<file path="src/rtl/core/tbwpc_pkg.sv">
// Shared types, constants and the y coordinate function of the waveform peak column block.
package tbwpc_pkg;

    // Six band magnitudes in the order low, mid, high with left before right.
    localparam int NUM_MAGS = 6;
    localparam int NUM_BANDS = 3;

    // floor(x / 510) is taken as (x * RECIP_510) >> RECIP_SHIFT, exact for x below 2^21.
    localparam int RECIP_SHIFT = 30;
    localparam logic [21:0] RECIP_510 = 22'd2105377;
    localparam int SCALE_W = 34;

    localparam logic [4:0] FPC_RESET = 5'd1;
    localparam logic [11:0] HEIGHT_RESET = 12'd256;
    localparam logic [12:0] COLS_RESET = 13'd1024;
    localparam logic [SCALE_W-1:0] SCALE_RESET = 34'd538976512;

    localparam logic [8:0] MAG_MID = 9'd255;

    typedef enum logic [1:0] {
        REG_FRAMES_PER_COLUMN = 2'd0,
        REG_DISPLAY_HEIGHT = 2'd1,
        REG_COLUMN_COUNT = 2'd2
    } reg_index_t;

    typedef struct packed {
        logic [7:0] low_left;
        logic [7:0] low_right;
        logic [7:0] mid_left;
        logic [7:0] mid_right;
        logic [7:0] high_left;
        logic [7:0] high_right;
        logic in_range;
    } in_item_t;

    typedef struct packed {
        logic [11:0] column_index;
        logic [11:0] low_top;
        logic [11:0] low_bottom;
        logic [11:0] mid_top;
        logic [11:0] mid_bottom;
        logic [11:0] high_top;
        logic [11:0] high_bottom;
        logic last_column;
    } out_item_t;

    typedef struct packed {
        logic [4:0] frames_per_column;
        logic [12:0] column_count;
        logic [SCALE_W-1:0] height_scale;
    } cfg_t;

    // One finished column on its way to the scaler.
    typedef struct packed {
        logic [11:0] column_index;
        logic [NUM_MAGS-1:0][7:0] peaks;
        logic column_valid;
        logic last_column;
    } col_t;

    // floor(display_height * span / 510), with height_scale = display_height * RECIP_510.
    function automatic logic [11:0] y_coord(input logic [8:0] span,
                                            input logic [SCALE_W-1:0] height_scale);
        logic [SCALE_W+8:0] prod;
        prod = (SCALE_W + 9)'(span) * (SCALE_W + 9)'(height_scale);
        return prod[RECIP_SHIFT+11:RECIP_SHIFT];
    endfunction

endpackage

</file>
<file path="src/rtl/core/tbwpc_regs.sv">
// Configuration registers behind the APB-style port, with the precomputed height scale.
module tbwpc_regs (
    input  logic aclk,
    input  logic aresetn,
    input  logic psel,
    input  logic penable,
    input  logic pwrite,
    input  logic [3:0] paddr,
    input  logic [31:0] pwdata,
    output logic [31:0] prdata,
    output logic pready,
    output tbwpc_pkg::cfg_t cfg
);

    logic [4:0] fpc_reg;
    logic [11:0] height_reg;
    logic [12:0] cols_reg;
    logic [tbwpc_pkg::SCALE_W-1:0] scale_reg;
    logic wr_en;
    tbwpc_pkg::reg_index_t reg_sel;

    assign pready = 1'b1;
    assign wr_en = psel && penable && pwrite;
    assign reg_sel = tbwpc_pkg::reg_index_t'(paddr[3:2]);

    always_ff @(posedge aclk) begin
        if (!aresetn) begin
            fpc_reg <= tbwpc_pkg::FPC_RESET;
            height_reg <= tbwpc_pkg::HEIGHT_RESET;
            cols_reg <= tbwpc_pkg::COLS_RESET;
            scale_reg <= tbwpc_pkg::SCALE_RESET;
        end else if (wr_en) begin
            case (reg_sel)
                tbwpc_pkg::REG_FRAMES_PER_COLUMN: begin
                    fpc_reg <= pwdata[4:0];
                end
                tbwpc_pkg::REG_DISPLAY_HEIGHT: begin
                    height_reg <= pwdata[11:0];
                    // The multiply by the reciprocal is done once here, not per item.
                    scale_reg <= tbwpc_pkg::SCALE_W'(pwdata[11:0])
                                 * tbwpc_pkg::SCALE_W'(tbwpc_pkg::RECIP_510);
                end
                tbwpc_pkg::REG_COLUMN_COUNT: begin
                    cols_reg <= pwdata[12:0];
                end
                default: begin
                end
            endcase
        end
    end

    always_comb begin
        case (reg_sel)
            tbwpc_pkg::REG_FRAMES_PER_COLUMN: prdata = 32'(fpc_reg);
            tbwpc_pkg::REG_DISPLAY_HEIGHT: prdata = 32'(height_reg);
            tbwpc_pkg::REG_COLUMN_COUNT: prdata = 32'(cols_reg);
            default: prdata = 32'd0;
        endcase
    end

    assign cfg.frames_per_column = fpc_reg;
    assign cfg.column_count = cols_reg;
    assign cfg.height_scale = scale_reg;

endmodule

</file>
<file path="src/rtl/core/tbwpc_accum.sv">
// Running band maxima, frame and column counters, and the finished column register.
module tbwpc_accum #(
    parameter int MAX_COLUMNS = 4096,
    parameter int MAX_FRAMES_PER_COLUMN = 16
) (
    input  logic aclk,
    input  logic aresetn,
    input  tbwpc_pkg::cfg_t cfg,
    input  logic s_valid,
    output logic s_ready,
    input  tbwpc_pkg::in_item_t s_payload,
    output logic col_valid,
    input  logic col_ready,
    output tbwpc_pkg::col_t col
);

    localparam int FW = (MAX_FRAMES_PER_COLUMN > 1) ? $clog2(MAX_FRAMES_PER_COLUMN) : 1;
    localparam int CW = $clog2(MAX_COLUMNS);

    logic [FW-1:0] frame_cnt_reg;
    logic [CW-1:0] col_cnt_reg;
    logic [tbwpc_pkg::NUM_MAGS-1:0][7:0] peaks_reg;
    logic [tbwpc_pkg::NUM_MAGS-1:0][7:0] peaks_next;
    logic [tbwpc_pkg::NUM_MAGS-1:0][7:0] in_mag;
    logic valid_reg;
    logic valid_next;
    tbwpc_pkg::col_t col_reg;
    logic col_valid_reg;

    logic [31:0] fpc_eff;
    logic [31:0] cols_eff;
    logic first_frame;
    logic col_end;
    logic last;
    logic accept;

    assign in_mag[0] = s_payload.low_left;
    assign in_mag[1] = s_payload.low_right;
    assign in_mag[2] = s_payload.mid_left;
    assign in_mag[3] = s_payload.mid_right;
    assign in_mag[4] = s_payload.high_left;
    assign in_mag[5] = s_payload.high_right;

    // Zero acts as one; values past the build limits saturate.
    always_comb begin
        if (cfg.frames_per_column == 5'd0) begin
            fpc_eff = 32'd1;
        end else if (32'(cfg.frames_per_column) > 32'(MAX_FRAMES_PER_COLUMN)) begin
            fpc_eff = 32'(MAX_FRAMES_PER_COLUMN);
        end else begin
            fpc_eff = 32'(cfg.frames_per_column);
        end
        if (cfg.column_count == 13'd0) begin
            cols_eff = 32'd1;
        end else if (32'(cfg.column_count) > 32'(MAX_COLUMNS)) begin
            cols_eff = 32'(MAX_COLUMNS);
        end else begin
            cols_eff = 32'(cfg.column_count);
        end
    end

    assign first_frame = (frame_cnt_reg == '0);
    assign col_end = (32'(frame_cnt_reg) + 32'd1 >= fpc_eff);
    assign last = (32'(col_cnt_reg) + 32'd1 >= cols_eff);
    assign s_ready = !col_valid_reg || col_ready;
    assign accept = s_valid && s_ready;

    always_comb begin
        for (int k = 0; k < tbwpc_pkg::NUM_MAGS; k++) begin
            if (first_frame || (in_mag[k] > peaks_reg[k])) begin
                peaks_next[k] = in_mag[k];
            end else begin
                peaks_next[k] = peaks_reg[k];
            end
        end
        // Only the first frame of a column decides whether it is drawn.
        valid_next = first_frame ? s_payload.in_range : valid_reg;
    end

    always_ff @(posedge aclk) begin
        if (!aresetn) begin
            frame_cnt_reg <= '0;
            col_cnt_reg <= '0;
            peaks_reg <= '0;
            valid_reg <= 1'b0;
            col_valid_reg <= 1'b0;
        end else begin
            if (col_valid_reg && col_ready) begin
                col_valid_reg <= 1'b0;
            end
            if (accept) begin
                peaks_reg <= peaks_next;
                valid_reg <= valid_next;
                if (col_end) begin
                    frame_cnt_reg <= '0;
                    col_cnt_reg <= last ? '0 : col_cnt_reg + 1'b1;
                    col_valid_reg <= 1'b1;
                    col_reg.column_index <= 12'(col_cnt_reg);
                    col_reg.peaks <= peaks_next;
                    col_reg.column_valid <= valid_next;
                    col_reg.last_column <= last;
                end else begin
                    frame_cnt_reg <= frame_cnt_reg + 1'b1;
                end
            end
        end
    end

    assign col_valid = col_valid_reg;
    assign col = col_reg;

    a_reset_clears: assert property (@(posedge aclk)
        !aresetn |=> (frame_cnt_reg == '0) && (col_cnt_reg == '0) && !col_valid_reg)
        else $error("accumulator state not cleared by reset");

    a_column_queued: assert property (@(posedge aclk) disable iff (!aresetn)
        accept && col_end |=> col_valid_reg && (col_reg.last_column == $past(last)))
        else $error("finished column not queued for scaling");

    a_sweep_wraps: assert property (@(posedge aclk) disable iff (!aresetn)
        accept && col_end && last |=> (col_cnt_reg == '0) && (frame_cnt_reg == '0))
        else $error("sweep did not wrap to column zero");

    a_frame_bound: assert property (@(posedge aclk) disable iff (!aresetn)
        32'(frame_cnt_reg) < 32'(MAX_FRAMES_PER_COLUMN))
        else $error("frame counter ran past the column length");

endmodule

</file>
<file path="src/rtl/core/tbwpc_scale.sv">
// Converts a finished column's peaks into y coordinates and holds the result item.
module tbwpc_scale (
    input  logic aclk,
    input  logic aresetn,
    input  tbwpc_pkg::cfg_t cfg,
    input  logic col_valid,
    output logic col_ready,
    input  tbwpc_pkg::col_t col,
    output logic m_valid,
    input  logic m_ready,
    output tbwpc_pkg::out_item_t m_payload
);

    logic m_valid_reg;
    tbwpc_pkg::out_item_t m_payload_reg;
    tbwpc_pkg::out_item_t m_payload_next;
    logic [tbwpc_pkg::NUM_BANDS-1:0][11:0] top;
    logic [tbwpc_pkg::NUM_BANDS-1:0][11:0] bottom;

    assign col_ready = !m_valid_reg || m_ready;

    always_comb begin
        for (int b = 0; b < tbwpc_pkg::NUM_BANDS; b++) begin
            if (col.column_valid) begin
                top[b] = tbwpc_pkg::y_coord(tbwpc_pkg::MAG_MID - 9'(col.peaks[2*b]),
                                            cfg.height_scale);
                bottom[b] = tbwpc_pkg::y_coord(tbwpc_pkg::MAG_MID + 9'(col.peaks[2*b+1]),
                                               cfg.height_scale);
            end else begin
                top[b] = 12'd0;
                bottom[b] = 12'd0;
            end
        end
        m_payload_next.column_index = col.column_index;
        m_payload_next.low_top = top[0];
        m_payload_next.low_bottom = bottom[0];
        m_payload_next.mid_top = top[1];
        m_payload_next.mid_bottom = bottom[1];
        m_payload_next.high_top = top[2];
        m_payload_next.high_bottom = bottom[2];
        m_payload_next.last_column = col.last_column;
    end

    always_ff @(posedge aclk) begin
        if (!aresetn) begin
            m_valid_reg <= 1'b0;
        end else if (col_ready) begin
            m_valid_reg <= col_valid;
            if (col_valid) begin
                m_payload_reg <= m_payload_next;
            end
        end
    end

    assign m_valid = m_valid_reg;
    assign m_payload = m_payload_reg;

endmodule

</file>
<file path="src/rtl/core/three_band_waveform_peak_columns_top.sv">
// Top level of the three-band waveform peak column block.
// A closing item fills the column register; its result then fills the output register.
// Throughput: one item per cycle while s_ready is high; the column register and the output
// register each take a new entry whenever the stage after them moves on.
// Reset (aresetn low, synchronous) clears counters, maxima and both valid flags and
// restores the registers to 1 frame per column, height 256 and 1024 columns.
module three_band_waveform_peak_columns_top #(
    parameter int MAX_COLUMNS = 4096,
    parameter int MAX_FRAMES_PER_COLUMN = 16
) (
    input  logic aclk,
    input  logic aresetn,
    input  logic psel,
    input  logic penable,
    input  logic pwrite,
    input  logic [3:0] paddr,
    input  logic [31:0] pwdata,
    output logic [31:0] prdata,
    output logic pready,
    input  logic s_valid,
    output logic s_ready,
    input  tbwpc_pkg::in_item_t s_payload,
    output logic m_valid,
    input  logic m_ready,
    output tbwpc_pkg::out_item_t m_payload
);

    tbwpc_pkg::cfg_t cfg;
    tbwpc_pkg::col_t col;
    logic col_valid;
    logic col_ready;

    tbwpc_regs u_regs (
        .aclk(aclk),
        .aresetn(aresetn),
        .psel(psel),
        .penable(penable),
        .pwrite(pwrite),
        .paddr(paddr),
        .pwdata(pwdata),
        .prdata(prdata),
        .pready(pready),
        .cfg(cfg)
    );

    tbwpc_accum #(
        .MAX_COLUMNS(MAX_COLUMNS),
        .MAX_FRAMES_PER_COLUMN(MAX_FRAMES_PER_COLUMN)
    ) u_accum (
        .aclk(aclk),
        .aresetn(aresetn),
        .cfg(cfg),
        .s_valid(s_valid),
        .s_ready(s_ready),
        .s_payload(s_payload),
        .col_valid(col_valid),
        .col_ready(col_ready),
        .col(col)
    );

    tbwpc_scale u_scale (
        .aclk(aclk),
        .aresetn(aresetn),
        .cfg(cfg),
        .col_valid(col_valid),
        .col_ready(col_ready),
        .col(col),
        .m_valid(m_valid),
        .m_ready(m_ready),
        .m_payload(m_payload)
    );

endmodule

</file>
<file path="config.mk">
export PLATFORM = sky130hd
export DESIGN_NAME = three_band_waveform_peak_columns_top
export DESIGN_NICKNAME = d
export VERILOG_FILES = /design/src/rtl/core/tbwpc_pkg.sv /design/src/rtl/core/tbwpc_regs.sv /design/src/rtl/core/tbwpc_accum.sv /design/src/rtl/core/tbwpc_scale.sv /design/src/rtl/core/three_band_waveform_peak_columns_top.sv
export SDC_FILE = /design/constraint.sdc
export NUM_CORES = 2
export LEC_CHECK = 0
export ABC_AREA = 1
export BUFFER_PORTS_ARGS = -buffer_cell sky130_fd_sc_hd__buf_2
export CORE_ASPECT_RATIO = 0.5
export CORE_MARGIN = 2
export CORE_UTILIZATION = 60
export DETAILED_ROUTE_END_ITERATION = 8
export PLACE_DENSITY = 0.77
export SLEW_MARGIN = 10
export SYNTH_ARGS = -nofsm -noshare
export SYNTH_HDL_FRONTEND = slang
export SYNTH_SLANG_ARGS = --single-unit
</file>
<file path="constraint.sdc">
create_clock -name aclk -period 6.7 [get_ports aclk]
set_clock_uncertainty 0.2 [all_clocks]
set_input_delay 1.005 -clock aclk [delete_from_list [all_inputs] [get_ports aclk]]
set_output_delay 1.005 -clock aclk [all_outputs]
set_load 0.02 [all_outputs]
</file>
==> qor.txt <==
Outcome - finished, final reports clean
Gate Count Post-Synth - 8832
Vias in the first global route - 58300
Yosys top cell area share - 37.5%
Setup TNS Final - 0 ns
Switching part of the total power - 49.6%
Grt ovf - 0
H-Tree Depth - 1
Dpl ws - 0.563 ns
Reg clk slew, reported paths - 0.07 ns
Flop pwr share - 22.4%
Seq cells post-synth - 273
Die footprint - 114000 um2
Syn_area_per_cell - 7.54 um2
Hold WC Path Type - reg2reg
Core area - 110000 um2
Most frequent cells in the layout - inv_1, nand2_1, nor2_1
R2R Setup Slk - 0.34 ns
Crit path from - u_accum.col[45]
Post-synthesis sequential area ratio - 10.4%
Synth async-reset ratio - 0%
Post-synth top area cell - fa_1
Hold_sp - u_accum.col[59]
Skew-Pair Late Insertion Delay - 0.70 ns
Starting density of the core - 60.5%
RSZ-0062 raised after global routing - false
LEAKAGE - 38.0 nW
Critical path fanouts, max - 15
Initial antenna violation count - 9
NetSw - 0.00444 W
Post-CTS Hold Fix Bufs - 0
Critical path class - reg2reg
DRT antenna net count - 0
Maxcap violations - 0
First-pass DRT Iterations - 9
GP Congestion - 0.998
Minimum clock period - 6.36 ns
Die width - 475 um
Initial DRC count - 4793
Final hold vios - 0
CTS Buffer Depth - 3
Post-Syn Area - 66600 um2
Clock root cell - clkbuf_16
Drt drc - 0
Final WL - 201000 um
Maximum vdd drop - 0.000268 V
Largest net degree at the start of global routing - 97
Synth warn - 0
Least-Margin Pin Slew - 1.14 ns
Ys flop type - edfxtp_1
Io pins - 212
F_max - 157 MHz
Final HPWL DP - 157000 um
CTS buffer count - 29
Int Power - 0.00452 W
Final WS setup - 0.336 ns
Via count - 57900
Via density - 5.60
Ratio of cells with drive above 1 in the final layout - 5.06%
R2r startpoint - u_accum.col[45]
Worst Setup End Kind - flop
Startpoint type of the worst setup path - flop
Critical Path AT - 6.61 ns
Core Rows - 86
Syn-to-layout area delta - 5.31%
Comb power frac - 57.3%
Synth cell types - 51
Most common cell after layout, fill and taps aside - inv_1
Port bufs - 170
Critical Path RT - 6.95 ns
Ranking of synthesized cells by area - fa_1, inv_1, ha_1
Max reg flops - 85
Max-slew violations - 0
First-pass GRT wire length - 316000 um
Final setup violation count - 0
Clock share of power - 20.3%
Power Dens Cells - 128 nW/um2
Period utilisation layout - 95.0%
Final core occ - 63.7%
Die H - 240 um
Clock sink count - 273
Number of setup buffers added after CTS - 0
Total track usage - 36.1%
Number of enable flip-flop cells after synthesis - 147
Resized cells post-CTS - 0
Slew Limit Headroom - 24.0%
Fin nets - 10700
WL/cell - 19.4 um
CTS tree - built
[final timing paths]
| kind | to | cells past startpoint |
|---|---|---|
| worst min register to register | u_scale.m_payload[82] | 0 |
| worst min-delay path | u_scale.m_payload[82] | 0 |
| worst max-delay path | u_scale.m_payload[9] | 23 |
| worst max register to register | u_scale.m_payload[9] | 23 |
[cells by family after synthesis]
family | count (synthesis) | synth area share [%]
xor gates and xnor gates | 37 | 0.487
buffers and inverters | 2370 | 13.5
other | 2 | 0.0113
AOI/OAI and AO/OA | 910 | 7.46
DFF | 273 | 10.4
adders and majority gates | 1786 | 47.6
and+or+nand+nor | 3454 | 20.5
[cell usage after synthesis (30+ instances only)]
cell type	n
inv_1	1935
nand2_1	1596
nor2_1	1493
fa_1	1247
ha_1	539
a21oi_1	428
o21ai_0	313
clkbuf_1	305
nand3_1	193
edfxtp_1	147
dfxtp_1	126
nor3_1	57
nand4_1	52
buf_1	49
a21o_1	46
o21bai_1	30
[power groups by stage]
stage	sequential (W)	combinational [W]	clock (W)
floorplan	0.00204	0.00359	0
global placement	0.00203	0.00493	0
detailed placement	0.00204	0.00500	0
CTS	0.00200	0.00506	0.00184
global route	0.00201	0.00581	0.00189
finish	0.00200	0.00513	0.00182
[layout make-up]
| class | count | area (um2) |
|---|---|---|
| Tap cell | 1496 | 1870 |
| Multi-Input combinational cell | 6207 | 50700 |
| Clock inverter | 16 | 165 |
| Timing Repair Buffer | 331 | 2200 |
| Antenna cell | 7 | 17.5 |
| Fill cell | 9778 | 40000 |
| Inverter | 1967 | 7380 |
| Clock buffer | 38 | 828 |
| Sequential cell | 273 | 6940 |
[metrics by stage]
stage	hold slack (ns)	cell area (um2)	power, W	cells
6_report	0.224	70100	0.00895	10300
5_1_grt	0.238	70100	0.00972	10300
4_1_cts	0.229	70100	0.00890	10300
3_5_place_dp	0.205	69100	0.00704	10300
3_3_place_gp	0.202	69100	0.00696	10300
2_1_floorplan	0.200	66700	0.00562	8850
[worst max-delay path, cell delays in order, from the launching register on]
cell and delay, ns:
edfxtp_1 0.56, nor2_1 0.19, nand2_1 0.09, nor3_1 0.18, nand2_1 0.07, nand2_1 0.64, buf_4 0.37, nor2_1 0.09
fa_1 0.56, fa_1 0.44, fa_1 0.49, inv_1 0.06, fa_1 0.50, inv_1 0.05, ha_1 0.30, nand2_1 0.07
inv_1 0.10, nand3_1 0.14, nor2_1 0.21, nand2_1 0.08, nor4_1 0.42, nor2_1 0.11, a21oi_1 0.15, nor2_1 0.06
[routing by layer]
layer | up-vias | wire length (um) | track usage (%)
met5 | - | 26 | 0
met4 | 4 | 6590 | 10.5
met3 | 498 | 31800 | 15.1
met2 | 3052 | 83800 | 53.5
met1 | 28000 | 78700 | 48.3
li1 | 26300 | - | -
Note: power is estimated with default switching activity, not from simulation.
